### src/hdl/bfm_pkg.sv
// Shared types and constants for the buffer frame manager.
// No dependencies.
package bfm_pkg;
  localparam int NumFrames = 16;
  localparam int FrameW = $clog2(NumFrames);
  localparam int PageW = 20;
  localparam int StampW = 32;

  typedef enum logic [1:0] {
    OP_PIN = 2'd0, OP_UNPIN = 2'd1, OP_FREE = 2'd2, OP_FLUSH = 2'd3
  } op_e;

  typedef enum logic [2:0] {
    ST_OK = 3'd0, ST_FULL = 3'd1, ST_MISSING = 3'd2, ST_UNPINNED = 3'd3,
    ST_PINNED = 3'd4
  } status_e;

  typedef struct packed {
    logic [FrameW:0] unpinned_count;
    logic release_request;
    logic [PageW-1:0] write_page_id;
    logic write_request;
    logic read_request;
    logic [FrameW-1:0] frame_index;
    logic [2:0] status;
  } result_t;
endpackage

### src/hdl/bfm_stamp_ram.sv
// Synchronous memory of unpin stamps, one entry per frame.
// Depends on bfm_pkg.
module bfm_stamp_ram (
  input  logic                      clk_i,
  input  logic                      we_i,
  input  logic [bfm_pkg::FrameW-1:0] waddr_i,
  input  logic [bfm_pkg::StampW-1:0] wdata_i,
  input  logic [bfm_pkg::FrameW-1:0] raddr_i,
  output logic [bfm_pkg::StampW-1:0] rdata_o
);
  import bfm_pkg::*;
  logic [StampW-1:0] mem [NumFrames];

  always_ff @(posedge clk_i) begin
    if (we_i) mem[waddr_i] <= wdata_i;
    rdata_o <= mem[raddr_i];
  end
endmodule

### src/hdl/buffer_frame_manager_love_hate.sv
// Top level of the buffer frame manager: frame table, lookup and victim scan.
// Depends on bfm_pkg and bfm_stamp_ram.
//
// channel | dir | fields
// s_axis  | in  | tdata: opcode, page_id, empty_page, dirty_flag, hate_flag
// m_axis  | out | tdata: status, frame_index, read_request, write_request,
//         |     |        write_page_id, release_request, unpinned_count
//
// A request passes through S_IDLE, S_LOOK, S_DONE and S_OUT when no victim is needed; a pin
// that evicts also walks the stamp memory in S_SCAN, one frame per cycle.
// Reset empties every frame and clears the stamp counter.
// The result waits in the output register; a new request is taken when it
// has been delivered.
module buffer_frame_manager_love_hate (
  input  logic        clk_i,
  input  logic        rst_ni,
  input  logic        s_axis_tvalid,
  output logic        s_axis_tready,
  // opcode[1:0], page_id[21:2], empty_page[22], dirty_flag[23], hate_flag[24]
  input  logic [31:0] s_axis_tdata,
  output logic        m_axis_tvalid,
  input  logic        m_axis_tready,
  // status[2:0], frame_index[6:3], read_request[7], write_request[8],
  // write_page_id[28:9], release_request[29], unpinned_count[34:30]
  output logic [39:0] m_axis_tdata
);
  import bfm_pkg::*;

  typedef enum logic [2:0] {S_IDLE, S_LOOK, S_SCAN, S_DONE, S_OUT} state_e;

  state_e state_q;
  logic [1:0] op_q;
  logic [PageW-1:0] pg_q;
  logic empty_q, dirty_q, hate_q;
  logic [NumFrames-1:0] valid_q, hated_q;
  logic [PageW-1:0] page_q [NumFrames];
  logic [7:0] pin_q [NumFrames];
  logic [StampW-1:0] ctr_q;
  logic hit_q, hasempty_q;
  logic [FrameW-1:0] hitf_q, emptyf_q;
  logic [FrameW:0] scan_q;
  logic hv_q, lv_q;
  logic [FrameW-1:0] hf_q, lf_q;
  logic [StampW-1:0] hage_q, lage_q;
  result_t res_q;

  logic ram_we;
  logic [FrameW-1:0] ram_waddr, ram_raddr;
  logic [StampW-1:0] ram_rdata;

  bfm_stamp_ram u_ram (
    .clk_i, .we_i(ram_we), .waddr_i(ram_waddr), .wdata_i(ctr_q),
    .raddr_i(ram_raddr), .rdata_o(ram_rdata)
  );

  assign s_axis_tready = (state_q == S_IDLE);
  assign m_axis_tvalid = (state_q == S_OUT);
  assign m_axis_tdata = {5'd0, res_q};
  assign ram_raddr = scan_q[FrameW-1:0];
  assign ram_waddr = hitf_q;
  assign ram_we = (state_q == S_DONE) && op_q == OP_UNPIN && hit_q &&
                  pin_q[hitf_q] == 8'd1;

  logic hit_c, emp_c;
  logic [FrameW-1:0] hitf_c, empf_c;
  always_comb begin
    hit_c = 1'b0; emp_c = 1'b0; hitf_c = '0; empf_c = '0;
    for (int i = NumFrames - 1; i >= 0; i--) begin
      if (valid_q[i] && page_q[i] == pg_q) begin
        hit_c = 1'b1; hitf_c = FrameW'(i);
      end
      if (!valid_q[i]) begin
        emp_c = 1'b1; empf_c = FrameW'(i);
      end
    end
  end

  // Unpinned count before the update in S_DONE; computed from registers.
  logic [FrameW:0] cnt_c;
  always_comb begin
    cnt_c = '0;
    for (int i = 0; i < NumFrames; i++)
      if (pin_q[i] == 8'd0) cnt_c = cnt_c + (FrameW+1)'(1);
  end

  // Scan element from previous cycle's read.
  logic [FrameW-1:0] sidx;
  logic [StampW-1:0] age_c;
  assign sidx = scan_q[FrameW-1:0] - FrameW'(1);
  assign age_c = ctr_q - ram_rdata;

  always_ff @(posedge clk_i or negedge rst_ni) begin
    result_t res_d;
    logic [FrameW-1:0] e;
    if (!rst_ni) begin
      state_q <= S_IDLE;
      valid_q <= '0;
      hated_q <= '0;
      ctr_q <= '0;
      for (int i = 0; i < NumFrames; i++) pin_q[i] <= '0;
    end else begin
      case (state_q)
        S_IDLE: if (s_axis_tvalid) begin
          op_q <= s_axis_tdata[1:0];
          pg_q <= s_axis_tdata[21:2];
          empty_q <= s_axis_tdata[22];
          dirty_q <= s_axis_tdata[23];
          hate_q <= s_axis_tdata[24];
          state_q <= S_LOOK;
        end
        S_LOOK: begin
          hit_q <= hit_c; hitf_q <= hitf_c;
          hasempty_q <= emp_c; emptyf_q <= empf_c;
          scan_q <= '0; hv_q <= 1'b0; lv_q <= 1'b0;
          state_q <= (op_q == OP_PIN && !hit_c && !emp_c) ? S_SCAN : S_DONE;
        end
        S_SCAN: begin
          if (scan_q != '0 && valid_q[sidx] && pin_q[sidx] == 8'd0) begin
            if (hated_q[sidx]) begin
              if (!hv_q || age_c < hage_q) begin
                hv_q <= 1'b1; hf_q <= sidx; hage_q <= age_c;
              end
            end else if (!lv_q || age_c > lage_q) begin
              lv_q <= 1'b1; lf_q <= sidx; lage_q <= age_c;
            end
          end
          if (scan_q == (FrameW+1)'(NumFrames)) state_q <= S_DONE;
          scan_q <= scan_q + (FrameW+1)'(1);
        end
        S_DONE: begin
          res_d = '0;
          state_q <= S_OUT;
          case (op_q)
            OP_PIN: begin
              if (hit_q) begin
                if (pin_q[hitf_q] != 8'hFF) pin_q[hitf_q] <= pin_q[hitf_q] + 8'd1;
                res_d.frame_index = hitf_q;
                res_d.unpinned_count = cnt_c - (FrameW+1)'(pin_q[hitf_q] == 8'd0);
              end else if (hasempty_q || hv_q || lv_q) begin
                e = hasempty_q ? emptyf_q : (hv_q ? hf_q : lf_q);
                valid_q[e] <= 1'b1; page_q[e] <= pg_q; pin_q[e] <= 8'd1;
                hated_q[e] <= 1'b0;
                res_d.frame_index = e;
                res_d.read_request = !empty_q;
                res_d.write_request = !hasempty_q;
                res_d.write_page_id = hasempty_q ? '0 : page_q[e];
                res_d.unpinned_count = cnt_c - (FrameW+1)'(1);
              end else begin
                res_d.status = ST_FULL;
                res_d.unpinned_count = cnt_c;
              end
            end
            OP_UNPIN: begin
              res_d.unpinned_count = cnt_c;
              if (!hit_q) res_d.status = ST_MISSING;
              else if (pin_q[hitf_q] == 8'd0) res_d.status = ST_UNPINNED;
              else begin
                pin_q[hitf_q] <= pin_q[hitf_q] - 8'd1;
                res_d.frame_index = hitf_q;
                if (pin_q[hitf_q] == 8'd1) begin
                  ctr_q <= ctr_q + StampW'(1);
                  hated_q[hitf_q] <= hate_q;
                  res_d.write_request = dirty_q;
                  res_d.write_page_id = dirty_q ? pg_q : '0;
                  res_d.unpinned_count = cnt_c + (FrameW+1)'(1);
                end
              end
            end
            OP_FREE: begin
              res_d.unpinned_count = cnt_c;
              if (hit_q) begin
                if (pin_q[hitf_q] != 8'd0) res_d.status = ST_PINNED;
                else begin
                  valid_q[hitf_q] <= 1'b0; hated_q[hitf_q] <= 1'b0;
                  res_d.release_request = 1'b1;
                  res_d.frame_index = hitf_q;
                end
              end
            end
            default: begin
              res_d.unpinned_count = cnt_c;
              if (!hit_q) res_d.status = ST_MISSING;
              else begin
                res_d.write_request = 1'b1;
                res_d.write_page_id = pg_q;
                res_d.frame_index = hitf_q;
              end
            end
          endcase
          res_q <= res_d;
        end
        S_OUT: if (m_axis_tready) state_q <= S_IDLE;
        default: state_q <= S_IDLE;
      endcase
    end
  end
endmodule

### config.mk
export PLATFORM = sky130hd
export DESIGN_NAME = buffer_frame_manager_love_hate
export DESIGN_NICKNAME = d
export VERILOG_FILES = /design/src/hdl/bfm_pkg.sv /design/src/hdl/bfm_stamp_ram.sv /design/src/hdl/buffer_frame_manager_love_hate.sv
export SDC_FILE = /design/constraint.sdc
export NUM_CORES = 2
export LEC_CHECK = 0
export BUFFER_PORTS_ARGS = -buffer_cell sky130_fd_sc_hd__buf_2
export CAP_MARGIN = 20
export CORE_ASPECT_RATIO = 0.8
export CORE_MARGIN = 3
export CORE_UTILIZATION = 25
export DETAILED_ROUTE_END_ITERATION = 10
export GPL_TIMING_DRIVEN = 0
export PLACE_DENSITY = 0.46
export SLEW_MARGIN = 20
export SYNTH_ARGS = -nofsm -noshare
export SYNTH_HDL_FRONTEND = slang
export SYNTH_SLANG_ARGS = --single-unit
### constraint.sdc
create_clock -name clk_i -period 10.51 [get_ports clk_i]
set_input_delay 1.5765 -clock clk_i [delete_from_list [all_inputs] [get_ports clk_i]]
set_output_delay 1.5765 -clock clk_i [all_outputs]
set_load 0.01 [all_outputs]
# After elaboration in Yosys (flattened, before gate mapping)
# Memory sizes are Yosys's and may differ from the RTL's. A register that Yosys moved wholly into a read port is not among the register bits.
# Index checks and enable logic that the tools add are counted.
# Widths: inputs -> output; s select.
[op_classes] bitwise_logic=16 magnitude_cmp=12 eq_ne=42 n_reduce_logical=85 muxes=170 addsub=24
[op_table] operator="$mux 128" count=5
[op_table] operator="$eq 20x20->1" count=16
[op_table] operator="$bwmux 128" count=2
[op_table] operator="$pmux 128 s2" count=1
[op_table] operator="$mux 16" count=11
[op_table] operator="$logic_not 8->1" count=18
[op_table] operator="$and 112x112->112" count=1
[op_table] operator="$not 112->112" count=1
[op_table] operator="$mux 5" count=20
[op_table] operator="$mux 4" count=23
[op_table] operator="$add 5x1->5 const B" count=17
[op_table] operator="$mux 21" count=4
[op_table] operator="$bmux 8 s4" count=2
[op_table] operator="$demux 8 s4" count=2
[op_table] operator="$pmux 21 s3" count=1
[op_table] operator="$mux 1" count=55
[op_table] operator="$and 16x16->16" count=3
[op_table] operator="$mux 8" count=6
[op_table] operator="$pmux 16 s3" count=1
[op_table] operator="$mux 20" count=2
[op_table] operator="$mux 3" count=13
[op_table] operator="$add 32x1->32 const B" count=1
[op_table] operator="$gt 32x32->1" count=1
[op_table] operator="$lt 32x32->1" count=1
[op_table] operator="other kinds (57)" count=142
[totals] in_bits=36 memories=2 elab_cells=400 out_inout_bits=42 ram_bits=832 register_bits=344
[memory_table] name="u_ram.mem" depth=16 word_bits=32 rd=1 rd_clocked_by_memory_dff=1 wr=1 line="bfm_stamp_ram.sv:12" text="logic [StampW-1:0] mem [NumFrames];"
[memory_table] name="page_q" depth=16 word_bits=20 rd=17 rd_clocked_by_memory_dff=0 wr=1 line="buffer_frame_manager_love_hate.sv:36" text="logic [PageW-1:0] page_q [NumFrames];"

# Longest topological paths before layout
[depth] word_depth=37 mapped_depth=44 ltp_nobuf=44

# Modules after synthesis
# Synthesis repeated with hierarchy kept, for this count alone.
[unflattened] hier_cells=4328 hier_area_um2=58811.4
[by_module_without_submodules] module="buffer_frame_manager_love_hate" area_per_inst_um2=38974.9 cells_per_inst=3490 instances=1
[by_module_without_submodules] module="bfm_stamp_ram" area_per_inst_um2=19836.5 cells_per_inst=838 instances=1

# Worst setup path after synthesis
# OpenSTA, ideal clock, no wires.
[synth_path] path_kind="register -> register" start="register pin_q[117] (netlist bit)" end="register res_q (netlist bit m_axis_tdata[31]), data pin" path_stages_with_launch=41 t_required_ps=10249 synth_period_minus_slack_ps=9532 path_slack_ps=978 t_arrival_ps=9272 n_path_buf=1 path_cell_list="dfrtp_1 -> or4_1 -> or2_2 -> ha_1 -> clkbuf_1 -> xnor3_1 -> inv_1 -> ha_1 -> nor3_1 -> a211oi_1 -> a31oi_1 -> xor2_1 -> a211oi_1 -> ha_1 -> and3_1 -> a211oi_1 -> xor2_1 -> a21oi_1 -> [5 not listed] -> o21ai_0 -> ha_1 -> a221oi_1 -> xor2_1 -> mux2_2 -> mux2_2 -> ha_1 -> xnor2_1 -> or3_1 -> nand3_2 -> ha_1 -> mux2i_1 -> inv_1 -> ha_1 -> nand2_1 -> o21ai_0 -> a21oi_1 -> a221o_1"
[synth_between] elab_chain_cells=35 elab_cells_between_ends=44 classes_between="add/sub (17); eq/ne (1); mux (24); reduce/logical (2)"
[synth_lines] item="from (decl)" line="buffer_frame_manager_love_hate.sv:37" text="logic [7:0] pin_q [NumFrames];"
[synth_lines] item="from (signal, indexed assignment)" line="buffer_frame_manager_love_hate.sv:158" text="pin_q[hitf_q] <= pin_q[hitf_q] - 8'd1;"
[synth_lines] item="$logic_not 8->1" line="buffer_frame_manager_love_hate.sv:83" text="if (pin_q[i] == 8'd0) cnt_c = cnt_c + (FrameW+1)'(1);"
[synth_lines] item="$mux 5" line="buffer_frame_manager_love_hate.sv:83"
[synth_lines] item="$add 5x1->5" line="buffer_frame_manager_love_hate.sv:83"
[synth_lines] item="$mux 5" line="buffer_frame_manager_love_hate.sv:83"
[synth_lines] item="$add 5x1->5" line="buffer_frame_manager_love_hate.sv:83"
[synth_lines] item="$mux 5" line="buffer_frame_manager_love_hate.sv:83"
[synth_lines] item="$add 5x1->5" line="buffer_frame_manager_love_hate.sv:83"
[synth_lines] item="$mux 5" line="buffer_frame_manager_love_hate.sv:83"
[synth_lines] item="[19 not listed]"
[synth_lines] item="$mux 5" line="buffer_frame_manager_love_hate.sv:83"
[synth_lines] item="$add 5x1->5" line="buffer_frame_manager_love_hate.sv:83"
[synth_lines] item="$mux 5" line="buffer_frame_manager_love_hate.sv:83"
[synth_lines] item="$add 5x1->5" line="buffer_frame_manager_love_hate.sv:165" text="res_d.unpinned_count = cnt_c + (FrameW+1)'(1);"
[synth_lines] item="$mux 5" line="buffer_frame_manager_love_hate.sv:160" text="if (pin_q[hitf_q] == 8'd1) begin"
[synth_lines] item="$mux 5" line="buffer_frame_manager_love_hate.sv:156" text="else if (pin_q[hitf_q] == 8'd0) res_d.status = ST_UNPINNED;"
[synth_lines] item="$mux 5" line="buffer_frame_manager_love_hate.sv:155" text="if (!hit_q) res_d.status = ST_MISSING;"
[synth_lines] item="$pmux 5 s2 (*)" line="buffer_frame_manager_love_hate.sv:133" text="case (op_q)"
[synth_lines] item="to (signal assigned)" line="buffer_frame_manager_love_hate.sv:190" text="res_q <= res_d;"
[synth_lines] item="to (decl)" line="buffer_frame_manager_love_hate.sv:45" text="result_t res_q;"
# Mark *: on every way between the ends. The rest lies on a longest branch, timed or not. The select of a mux whose other input is x is not followed.
# A chain may end at the register's enable or synchronous reset.

# Worst setup path after layout
[layout_path] start="register pin_q[115] (netlist bit)" end="register res_q (netlist bit m_axis_tdata[33]), data pin"
# The elaborated chain is that of the path after synthesis.

==> results.tsv <==
metric	value	unit
synthesis-stage register bit count	1208	
Max transition margin	0.191	
most frequent cell on the critical path	ha_1	
worst skew pair latency	0.80	ns
ys flop type	edfxtp_1	
CTS Sinks	1208	
Port-buffer cells	65	
status	finished, final reports clean	
Post-synth EDFFs	981	
Cell Area, Placed	64500	µm²
setup violators final	0	
endpoints failing hold	0	
skew final	0.0676	ns
CP Launch Type	register	
Layout Utilization	0.298	
Cell Rows	158	
Remaining Overflow, GRT	0	
Least-Margin Pin Slew	1.20	ns
fin crit period	10.05	ns
Worst Path Arrival	10.55	ns
Final period util	0.956	
Finished Layout Cells	7852	
area of the mapped netlist	58700	µm²
WS Path Type	reg2reg	
multi-input logic area	22800	µm²
post-synthesis sequential area ratio	0.596	
Vias/cell	5.00	
Area Overhead vs Synth	18.0	%
drt total wl	201	mm
HP Class	reg2reg	
critical path peak fanout	8	
pwr/cell area	257	nW/µm²
# IOs	78	
largest net degree at the start of global routing	85	
global-route wire length before repair	285	mm
Psw	6.78	mW
final worst setup slack	0.460	ns
CTS root buffer	clkbuf_16	
Netlist cell types	86	
antenna viol nets, final	0	
largest area contributor in the netlist	edfxtp_1	
clock buffer depth	4	
layout cells sized above 1	0.161	
kind of end point of the critical path	register	
Seq pwr share	0.344	
Starting Density	0.252	
cells after synthesis	4351	
via count of the first global-routing pass	38200	
top cells by count, synth	981 x edfxtp_1, 359 x nor2_1, 354 x nand2_1, 340 x xnor2_1, 313 x a21oi_1	
Total GRT Usage	0.163	
DIE AREA	241000	µm²
worst IR drop on VDD	0.251	mV
Max Freq	99.5	MHz
GP Congestion	0.938	
clock share of power	0.279	
filler instances	23500	
drt pass-1 iters	8	
CTS buffer count	141	
switching share of power	0.382	
leak pwr	24.0	nW
Final nets	4784	
combinational share of power	0.377	
Max Cap Viol	0	
clock slew seen by the registers of the worst setup and hold paths	0.06	ns
wire length per cell	25.6	µm
dpl cells	7599	
count leader, synth	edfxtp_1	
CTS tree	built	
Ys Warns	0	
height of the die	439	µm
initial antenna violation count	3	
Final Instance Area	69300	µm²
fin. max-slew vios	0	
Synth area leaders	edfxtp_1 50%, mux4_2 11%, dfrtp_1 8.3%	
Starting DRT DRC Count	4868	
Setup WS pre-CTS	-0.970	ns
htree depth	4	
Pwr Total	17.8	mW
final hold slack	0.511	ns
Synth async-reset ratio	0.161	
routed vias	39200	
post-DP HPWL	147	mm
Critical Path RT	11.01	ns
Die Wd	548	µm
Fin Setup TNS	0	ns
DRC errors left	0	
core area	233000	µm²
Post-Syn Area per Cell	13.5	µm²
Slowest cell on crit path	or4_1	
Register Area	35000	µm²
Pint	11.0	mW
CP max stage delay	0.61	ns
Yosys top cell area share	0.502	
[placed cells by master (no fill, tap or decap), types with 24 or more instances in the layout]
cell | synthesis | final
a21oi_1 | 313 | 311
a22oi_1 | 48 | 48
buf_12 | 0 | 24
buf_2 | 2 | 81
clkbuf_1 | 197 | 217
clkbuf_16 | 0 | 145
dfrtp_1 | 195 | 193
dfxtp_1 | 32 | 32
edfxtp_1 | 981 | 981
ha_1 | 120 | 119
inv_1 | 140 | 140
mux2i_1 | 53 | 52
mux4_2 | 288 | 288
nand2_1 | 354 | 354
nand3_1 | 66 | 66
nand4_1 | 91 | 91
nor2_1 | 359 | 323
nor2_4 | 1 | 36
nor3_1 | 31 | 24
nor4_1 | 67 | 59
o21ai_0 | 135 | 133
o22ai_1 | 100 | 100
xnor2_1 | 340 | 336
xor2_1 | 101 | 100
[worst max-delay path: cells and delay by family, from the launching register on]
| family | cells | cell delay (ns) |
|---|---|---|
| buf+inv | 1 | 0.11 |
| mux | 2 | 0.63 |
| flops | 1 | 0.46 |
| simple gates | 9 | 2.82 |
| fa+ha+maj | 7 | 1.99 |
| xor+xnor | 9 | 1.84 |
| compound gates | 10 | 1.90 |
[final timing paths]
| check | endpoint | startpoint | slack (ns) | cells past startpoint |
|---|---|---|---|---|
| worst max-delay path | m_axis_tdata[33]$_DFFE_PP_ | pin_q[115]$_DFFE_PN0P_ | 0.46 | 38 |
| worst min-delay path | pin_q[119]$_DFFE_PN0P_ | pin_q[119]$_DFFE_PN0P_ | 0.51 | 2 |
| worst max register to register | m_axis_tdata[33]$_DFFE_PP_ | pin_q[115]$_DFFE_PN0P_ | 0.46 | 38 |
| worst min register to register | pin_q[119]$_DFFE_PN0P_ | pin_q[119]$_DFFE_PN0P_ | 0.51 | 2 |
| max in group asynchronous | valid_q[14]$_DFFE_PN0P_ | rst_ni | 8.84 | 2 |
| min in group asynchronous | pin_q[69]$_DFFE_PN0P_ | rst_ni | 0.78 | 1 |
[routing by layer]
| metal | track usage | up-vias | part of all wire | wire, µm |
|---|---|---|---|---|
| met1 | 0.252 | 20300 | 0.48 | 96700 |
| met5 | 0 | - | 0 | 0 |
| met2 | 0.227 | 1594 | 0.41 | 82500 |
| met3 | 0.0354 | 251 | 0.083 | 16700 |
| met4 | 0.0412 | 0 | 0.024 | 4890 |
| li1 | - | 17100 | - | - |
[cell type report]
cell class / instances / area share
Buffer: 235 / 0.0135
Inverter: 141 / 0.00764
Tap cell: 3120 / 0.0564
Clock inverter: 51 / 0.00791
Antenna cell: 2 / 0.0000723
Multi-Input combinational cell: 2770 / 0.329
Clock buffer: 195 / 0.0580
Timing Repair Buffer: 130 / 0.0228
Sequential cell: 1208 / 0.505
[power groups by stage]
stage	clock (mW)	combinational, mW	sequential (mW)
finish	4.96	6.70	6.11
global placement	0	6.31	6.16
detailed placement	0	6.39	6.17
CTS	5.09	6.46	6.07
floorplan	0	4.31	5.91
global route	5.28	7.19	6.12
[kinds of logic after synthesis]
family | after synthesis | share of synthesized area
xor+xnor | 455 | 0.0705
simple gates | 1089 | 0.0848
flops | 1208 | 0.596
mux | 347 | 0.121
other cells | 1 | 0.0000639
buf+inv | 377 | 0.0245
compound gates | 752 | 0.0769
fa+ha+maj | 122 | 0.0261
[timing repair]
item,in CTS,in global routing
hold buffers,0,0
pin swaps,0,1
buffers inserted,0,3
resized for setup,9,16
setup endpoints to repair,4,4
endpoints found under the hold margin,0,0
[flip-flops by register name, summed over array words and instances (netlist names), 4 cells and up]
register       cells
u_ram.mem        512
page_q           320
pin_q            128
m_axis_tdata      35
ctr_q             32
hage_q            32
lage_q            32
u_ram.rdata_o     32
pg_q              20
hated_q           16
valid_q           16
scan_q             5
emptyf_q           4
hf_q               4
hitf_q             4
lf_q               4
No activity file was read; power rests on OpenSTA's default activity.
